<file path="config.mk">
export PLATFORM = sky130hd
export DESIGN_NAME = deadline_ordered_message_queue_core
export DESIGN_NICKNAME = d
export VERILOG_FILES = /design/src/domq_pkg.sv /design/src/deadline_ordered_message_queue_core.sv /design/src/domq_cell.sv
export SDC_FILE = /design/constraint.sdc
export NUM_CORES = 2
export LEC_CHECK = 0
export ABC_AREA = 1
export BUFFER_PORTS_ARGS = -buffer_cell sky130_fd_sc_hd__buf_2
export CAP_MARGIN = 5
export CORE_MARGIN = 2
export CORE_UTILIZATION = 50
export CTS_CLUSTER_SIZE = 12
export DETAILED_ROUTE_END_ITERATION = 6
export GPL_TIMING_DRIVEN = 0
export PLACE_DENSITY = 0.66
export SYNTH_ARGS = -nofsm -noshare
export SYNTH_HDL_FRONTEND = slang
export SYNTH_SLANG_ARGS = --single-unit
</file>
<file path="constraint.sdc">
create_clock -name clock -period 15.8 [get_ports clock]
set_input_delay 3.16 -clock clock [delete_from_list [all_inputs] [get_ports clock]]
set_output_delay 3.16 -clock clock [all_outputs]
set_load 0.05 [all_outputs]
</file>
<file path="src/domq_pkg.sv">
// Shared types and codes for the deadline-ordered message queue.
// No dependencies; imported by every module of the block.
package domq_pkg;

   localparam int DEF_QUEUE_DEPTH = 16;
   localparam int DEF_TIME_BITS   = 32;

   localparam int ID_BITS    = 16;
   localparam int DELAY_BITS = 24;
   localparam int FILL_BITS  = 5;

   typedef enum logic [2:0] {
      OP_TICK   = 3'd0,
      OP_POST   = 3'd1,
      OP_POLL   = 3'd2,
      OP_CLEAR  = 3'd3,
      OP_PAUSE  = 3'd4,
      OP_RESUME = 3'd5
   } op_type;

   typedef enum logic [2:0] {
      ST_DONE      = 3'd0,
      ST_DELIVERED = 3'd1,
      ST_EMPTY     = 3'd2,
      ST_NOT_DUE   = 3'd3,
      ST_FULL      = 3'd4
   } status_type;

   // receiver/message pair carried by each cell
   typedef struct packed {
      logic [ID_BITS-1:0] receiver;
      logic [ID_BITS-1:0] message;
   } payload_type;

   // per-beat command broadcast to every cell
   typedef struct packed {
      logic post;
      logic pop;
   } cell_cmd_type;

endpackage

</file>
<file path="src/deadline_ordered_message_queue_core.sv">
// Top level of the deadline-ordered message queue: control, time base and cell chain.
// Depends on domq_pkg and domq_cell.
//
//  channel | dir | beat contents (low bits first)
//  --------+-----+-----------------------------------------------------------
//  req_*   | in  | op[2:0], receiver_id[18:3], message_id[34:19], delay[58:35]
//  rsp_*   | out | status[2:0], out_receiver[18:3], out_message[34:19], fill[39:35]
//
// One request beat per cycle unless the rsp side stalls: each beat is resolved in the cycle it is taken.
// A post finds its slot through the keep chain running across all cells and
// every cell shifts in the same edge; a poll shifts the chain toward the head.
// The response sits in one output register; req_tready stays high while that
// register is empty or being drained, so a stalled rsp side stalls req only.
// reset (synchronous, active high) empties the queue, zeroes time, clears pause.
module deadline_ordered_message_queue_core #(
   parameter int QUEUE_DEPTH = domq_pkg::DEF_QUEUE_DEPTH,
   parameter int TIME_BITS   = domq_pkg::DEF_TIME_BITS
) (
   input  logic        clock,
   input  logic        reset,
   input  logic        req_tvalid,
   output logic        req_tready,
   input  logic [63:0] req_tdata,   // op[3], receiver_id[16], message_id[16], delay[24], pad
   output logic        rsp_tvalid,
   input  logic        rsp_tready,
   output logic [39:0] rsp_tdata    // status[3], out_receiver[16], out_message[16], fill[5]
);
   import domq_pkg::*;

   localparam int CW = $clog2(QUEUE_DEPTH + 1);

   // request fields
   op_type                op;
   payload_type           req_payload;
   logic [DELAY_BITS-1:0] req_delay;

   assign op                   = op_type'(req_tdata[2:0]);
   assign req_payload.receiver = req_tdata[18:3];
   assign req_payload.message  = req_tdata[34:19];
   assign req_delay            = req_tdata[58:35];

   // state
   logic [CW-1:0]        count_ff, count_in;
   logic [TIME_BITS-1:0] now_ff, now_in;
   logic                 paused_ff, paused_in;

   // response register
   logic                 rsp_valid_ff;
   status_type           status_ff, status_in;
   payload_type          out_ff, out_in;
   logic [FILL_BITS-1:0] fill_ff, fill_in;

   logic                 accept;
   cell_cmd_type         cmd;
   logic                 full;
   logic                 head_due;
   logic [TIME_BITS-1:0] head_diff;
   logic [TIME_BITS-1:0] due;
   logic [TIME_BITS+DELAY_BITS-1:0] delay_wide;
   logic [CW+FILL_BITS-1:0]         fill_wide;

   // cell chain wiring
   logic                 keep_w  [QUEUE_DEPTH];
   logic [TIME_BITS-1:0] dl_w    [QUEUE_DEPTH];
   payload_type          pl_w    [QUEUE_DEPTH];
   logic                 occ_w   [QUEUE_DEPTH];

   assign req_tready = ~rsp_valid_ff | rsp_tready;
   assign accept     = req_tvalid & req_tready;

   // delay reduced modulo 2^TIME_BITS (zero-extended or truncated)
   assign delay_wide = {{TIME_BITS{1'b0}}, req_delay};
   assign due        = now_ff + delay_wide[TIME_BITS-1:0];

   assign full      = (count_ff == CW'(QUEUE_DEPTH));
   assign head_diff = now_ff - dl_w[0];
   assign head_due  = ~head_diff[TIME_BITS-1];

   always_comb begin
      count_in  = count_ff;
      now_in    = now_ff;
      paused_in = paused_ff;
      status_in = ST_DONE;
      out_in    = '0;
      cmd       = '0;
      case (op)
         OP_TICK: begin
            if (!paused_ff) now_in = now_ff + 1'b1;
         end
         OP_POST: begin
            if (full) begin
               status_in = ST_FULL;
            end else begin
               cmd.post = accept;
               count_in = count_ff + 1'b1;
            end
         end
         OP_POLL: begin
            if (count_ff == '0) begin
               status_in = ST_EMPTY;
            end else if (!head_due) begin
               status_in = ST_NOT_DUE;
            end else begin
               status_in = ST_DELIVERED;
               out_in    = pl_w[0];
               cmd.pop   = accept;
               count_in  = count_ff - 1'b1;
            end
         end
         OP_CLEAR:  count_in  = '0;
         OP_PAUSE:  paused_in = 1'b1;
         OP_RESUME: paused_in = 1'b0;
         default: ;
      endcase
   end

   // fill is the low bits of the new count
   assign fill_wide = {{FILL_BITS{1'b0}}, count_in};
   assign fill_in   = fill_wide[FILL_BITS-1:0];

   // chain of cells, head at index 0
   for (genvar i = 0; i < QUEUE_DEPTH; i++) begin : g_cell
      assign occ_w[i] = (CW'(i) < count_ff);
      if (i == 0) begin : g_head
         domq_cell #(.TIME_BITS(TIME_BITS)) u_cell (
            .clock          (clock),
            .cmd            (cmd),
            .occupied       (occ_w[i]),
            .keep_prev      (1'b1),
            .new_deadline   (due),
            .new_payload    (req_payload),
            .left_deadline  (due),
            .left_payload   (req_payload),
            .right_deadline (dl_w[i+1]),
            .right_payload  (pl_w[i+1]),
            .keep_out       (keep_w[i]),
            .deadline       (dl_w[i]),
            .payload        (pl_w[i])
         );
      end else if (i == QUEUE_DEPTH - 1) begin : g_tail
         domq_cell #(.TIME_BITS(TIME_BITS)) u_cell (
            .clock          (clock),
            .cmd            (cmd),
            .occupied       (occ_w[i]),
            .keep_prev      (keep_w[i-1]),
            .new_deadline   (due),
            .new_payload    (req_payload),
            .left_deadline  (dl_w[i-1]),
            .left_payload   (pl_w[i-1]),
            .right_deadline (dl_w[i]),
            .right_payload  (pl_w[i]),
            .keep_out       (keep_w[i]),
            .deadline       (dl_w[i]),
            .payload        (pl_w[i])
         );
      end else begin : g_mid
         domq_cell #(.TIME_BITS(TIME_BITS)) u_cell (
            .clock          (clock),
            .cmd            (cmd),
            .occupied       (occ_w[i]),
            .keep_prev      (keep_w[i-1]),
            .new_deadline   (due),
            .new_payload    (req_payload),
            .left_deadline  (dl_w[i-1]),
            .left_payload   (pl_w[i-1]),
            .right_deadline (dl_w[i+1]),
            .right_payload  (pl_w[i+1]),
            .keep_out       (keep_w[i]),
            .deadline       (dl_w[i]),
            .payload        (pl_w[i])
         );
      end
   end

   // control state
   always_ff @(posedge clock) begin
      if (reset) begin
         count_ff     <= '0;
         now_ff       <= '0;
         paused_ff    <= 1'b0;
         rsp_valid_ff <= 1'b0;
      end else begin
         if (accept) begin
            count_ff  <= count_in;
            now_ff    <= now_in;
            paused_ff <= paused_in;
         end
         if (accept)          rsp_valid_ff <= 1'b1;
         else if (rsp_tready) rsp_valid_ff <= 1'b0;
      end
   end

   // response payload
   always_ff @(posedge clock) begin
      if (accept) begin
         status_ff <= status_in;
         out_ff    <= out_in;
         fill_ff   <= fill_in;
      end
   end

   assign rsp_tvalid = rsp_valid_ff;
   assign rsp_tdata  = {fill_ff, out_ff.message, out_ff.receiver, status_ff};

endmodule

</file>
<file path="src/domq_cell.sv">
// One slot of the sorted chain: deadline plus payload, with insert/shift logic.
// Depends on domq_pkg.
module domq_cell #(
   parameter int TIME_BITS = domq_pkg::DEF_TIME_BITS
) (
   input  logic                   clock,
   input  domq_pkg::cell_cmd_type cmd,
   input  logic                   occupied,
   input  logic                   keep_prev,
   input  logic [TIME_BITS-1:0]   new_deadline,
   input  domq_pkg::payload_type  new_payload,
   input  logic [TIME_BITS-1:0]   left_deadline,
   input  domq_pkg::payload_type  left_payload,
   input  logic [TIME_BITS-1:0]   right_deadline,
   input  domq_pkg::payload_type  right_payload,
   output logic                   keep_out,
   output logic [TIME_BITS-1:0]   deadline,
   output domq_pkg::payload_type  payload
);
   import domq_pkg::*;

   logic [TIME_BITS-1:0] deadline_ff, deadline_in;
   payload_type          payload_ff, payload_in;
   logic [TIME_BITS-1:0] diff;
   logic                 stay;

   // entry stays ahead of the new one when its deadline is at or before it
   assign diff     = new_deadline - deadline_ff;
   assign stay     = occupied & ~diff[TIME_BITS-1];
   assign keep_out = keep_prev & stay;

   always_comb begin
      deadline_in = deadline_ff;
      payload_in  = payload_ff;
      if (cmd.post) begin
         if (keep_out) begin
            deadline_in = deadline_ff;
            payload_in  = payload_ff;
         end else if (keep_prev) begin
            deadline_in = new_deadline;
            payload_in  = new_payload;
         end else begin
            deadline_in = left_deadline;
            payload_in  = left_payload;
         end
      end else if (cmd.pop) begin
         deadline_in = right_deadline;
         payload_in  = right_payload;
      end
   end

   always_ff @(posedge clock) begin
      deadline_ff <= deadline_in;
      payload_ff  <= payload_in;
   end

   assign deadline = deadline_ff;
   assign payload  = payload_ff;

endmodule

</file>
==> metrics.txt <==
outcome complete, but fails checks; P_sw 1.91 mW; compound-gate portion of the synthesized area between 10% and 20%; initial antenna violation count 16; # IOs between 100 and 150; synthesized area roughly 65000 um^2; area grow syn2layout 12.2%; Worst Min Path Start paused_ff$_SDFFE_PP0P_; most common cell in the netlist nand2_1; Max Clock Skew ~38 ps; die span in y between 300 and 400 um; Worst Setup Start Kind input port; Cells on Worst Hold Path 2; Rows between 100 and 150; # port buffers between 100 and 150; Total Routing Usage GR 41.6%; largest net degree at the start of global routing a little under 50; clk root buf clkbuf_16; Synth top cells by count 1533 x nand2_1, 1064 x edfxtp_1, 874 x inv_1; pwr dens ~97 nW/um^2; initial core utilization 50.3%; Num CTS Buffers 134; Avg WL per Cell 31.1 um; global route overflow 0; WS Path Type input port to flop; number of synthesized flops with an enable pin between 1000 and 1500; Max IR drop VDD between 90 and 100 uV; post-route clock period utilization slightly above 90%; Worst-path clk slew approximately 60 ps; clock power share 43.0%; Post-Syn Nets between 7000 and 8000; synth top area cells edfxtp_1 49%, ha_1 10%, nand2_1 8.8%; First DRT Iteration DRCs 9275; launch point of the worst reg-to-reg path now_ff[0]$_SDFFE_PP0P_; Switching Fraction a little over a quarter; failing checks capacitance limit, slew limit; reg2reg setup slack ~3500 ps; RSZ-0062 raised after global routing false; worst rel slew slack -3.67%; Seq pwr share 47.2%; share of layout cells above drive strength 1 around 6.5%; flops & latches, synth 1103; mux contribution to synthesized area 0%; Clock Latency Late Sink 810 ps; # setup viols final 0; Internal 5.15 mW; class of the worst hold path flop to flop; Pleak between 20 and 30 nW; clk sink count roughly 1100; Cell variety after synth 53; CTS HTree Levels 4; CP required between 15000 and 20000 ps; post-synth top area cell edfxtp_1; final net count between 7000 and 8000; reg-to-reg endpoint g_cell[12].g_mid.u_cell.payload[28]$_DFFE_PP_; post-route minimum period 14350 ps; Post-CTS Setup Bufs 0; Core ar. between 100000 and 150000 um^2; actual transition at the worst max-transition pin about 1500 ps; die width 365 um; Gate Count Post-Synth between 6000 and 7000; post-synthesis simple-gate area fraction between 10% and 20%; largest family of logic cells by synthesized area compound AO/OA/AOI/OAI gates; drt drc 0; critical path arrival between 10000 and 15000 ps; max incr delay on CP approximately 870 ps; R2R cell count 37; Vias/cell between 6 and 7; routability cong. approximately 1; Resized Gates After CTS 0; detailed-route wire length around 280 mm; top cell type's share of synthesized area between 40% and 50%; Mapped Avg Cell Area approximately 9.4 um^2; CP Capture Type flop; CP dominant cell by count nand2_1; fin util between 50 and 60%; post-synthesis sequential area ratio about half; Max Cap Viol 3; combinational share of power under 10%; Pwr Total about 7 mW; achievable frequency around 70 MHz; first-pass GRT wire length just under 400 mm; Final Max Slew Viols 13; vias in the first global route ~56000; post-DP HPWL roughly 210 mm; Hold Buf Count CTS 0; adder-cell share of the synthesized area about a tenth; maximum clock insertion buffer count 3; DRT Pass-1 Iters 6; hold endpoint paused_ff$_SDFFE_PP0P_; routed via count approximately 60000; Ys Warns 0; Post-synth ARST share 0%; TritonCTS clock tree yes; Fin. Hold Viols 0; Synth Area in XOR/XNOR less than 1%; Primary FF master, synth edfxtp_1; Critical Path Fanout Max 36; die area ~130000 um^2; antenna violation net count after detailed routing 0; slowest cell on the critical path nor2_4
[worst max-delay path, delay by kind of cell]
family,cells,cell delay (ps)
adders and majority gates,3,1110
xor gates and xnor gates,1,350
AOI/OAI and AO/OA,5,1480
and+or+nand+nor,22,6750
buffers and inverters,7,1810
[power groups by stage]
stage	combinational [mW]	sequential [mW]	clock, mW
finish	0.687	3.34	3.04
global route	0.727	3.34	3.13
CTS	0.659	3.33	3.02
detailed placement	0.656	3.39	0
global placement	0.613	3.41	0
floorplan	0.362	3.41	0
[routing by layer]
metal | global-route usage, % | wire length [um] | vias to the layer above
met5 | 0 | 79 | -
met1 | 51.1 | 101000 | 28200
met3 | 13.1 | 36800 | 934
li1 | - | - | 25400
met2 | 62.6 | 121000 | 4289
met4 | 28.4 | 21500 | 12
[cell type report]
class                   instances  area (um^2)
clock buffers                 171         3540
multi-input cells            4515        27800
repair buffers                144         1330
well taps                    1742         2180
flip-flops and latches       1103        32700
fillers                     11600        56200
diodes                         13         32.5
inverters                     897         3370
plain buffers                 385         1530
clock inverters                72          599
[how the worst max path moves through the flow]
stage | depth (start not counted) | from | endpoint
final | 38 | req_tdata[35] | g_cell[12].g_mid.u_cell.payload[28]$_DFFE_PP_
after global routing | 38 | req_tdata[35] | g_cell[12].g_mid.u_cell.payload[28]$_DFFE_PP_
after CTS | 38 | req_tdata[35] | g_cell[12].g_mid.u_cell.payload[23]$_DFFE_PP_
after detailed placement | 38 | req_tdata[35] | g_cell[12].g_mid.u_cell.payload[22]$_DFFE_PP_
after global placement | 33 | req_tdata[35] | g_cell[12].g_mid.u_cell.deadline[5]$_DFFE_PP_
after floorplan | 32 | req_tdata[35] | g_cell[11].g_mid.u_cell.deadline[0]$_DFFE_PP_
[stage by stage]
stage / setup slack [ps] / std cells / hold WS, ps / area, um^2 / setup TNS, ps
floorplan: 5490 / 6900 / 472 / 65100 / 0
global placement: -1320 / 8745 / 479 / 67800 / -297030
detailed placement: 1500 / 8786 / 495 / 68900 / 0
CTS: 2280 / 9029 / 504 / 73000 / 0
global route: 1350 / 9032 / 549 / 73000 / 0
finish: 1450 / 9042 / 510 / 73100 / 0
[layout by cell type, fill, tap and decap left out, types with 136 or more instances in the layout]
cell type and instances:
buf_2 143, o21ai_0 372, edfxtp_1 1064, clkbuf_16 136
nand2_1 1517, ha_1 538, o221ai_1 245, o211ai_1 358
o22ai_1 173, nand3_1 263, clkbuf_1 338, inv_1 873
a21oi_1 322, nor2_1 234
[cell families (layout without fill, tap and decap cells)]
kind of cell / count (synthesis) / count (layout)
xor gates and xnor gates: 48 / 48
other: 0 / 13
buffers and inverters: 1282 / 1669
DFF: 1103 / 1103
adders and majority gates: 539 / 539
and+or+nand+nor: 2242 / 2242
AOI/OAI and AO/OA: 1686 / 1686
[sequential cells by signal, indices dropped and copies added, names as in the netlist]
register	flops
g_cell.g_mid.u_cell.deadline	448
g_cell.g_mid.u_cell.payload	448
g_cell.g_head.u_cell.deadline	32
g_cell.g_head.u_cell.payload	32
g_cell.g_tail.u_cell.deadline	32
g_cell.g_tail.u_cell.payload	32
now_ff	32
rsp_tdata	32
count_ff	5
fill_ff	5
status_ff	3
paused_ff	1
rsp_tvalid	1
(Power assumes the default switching activity.)
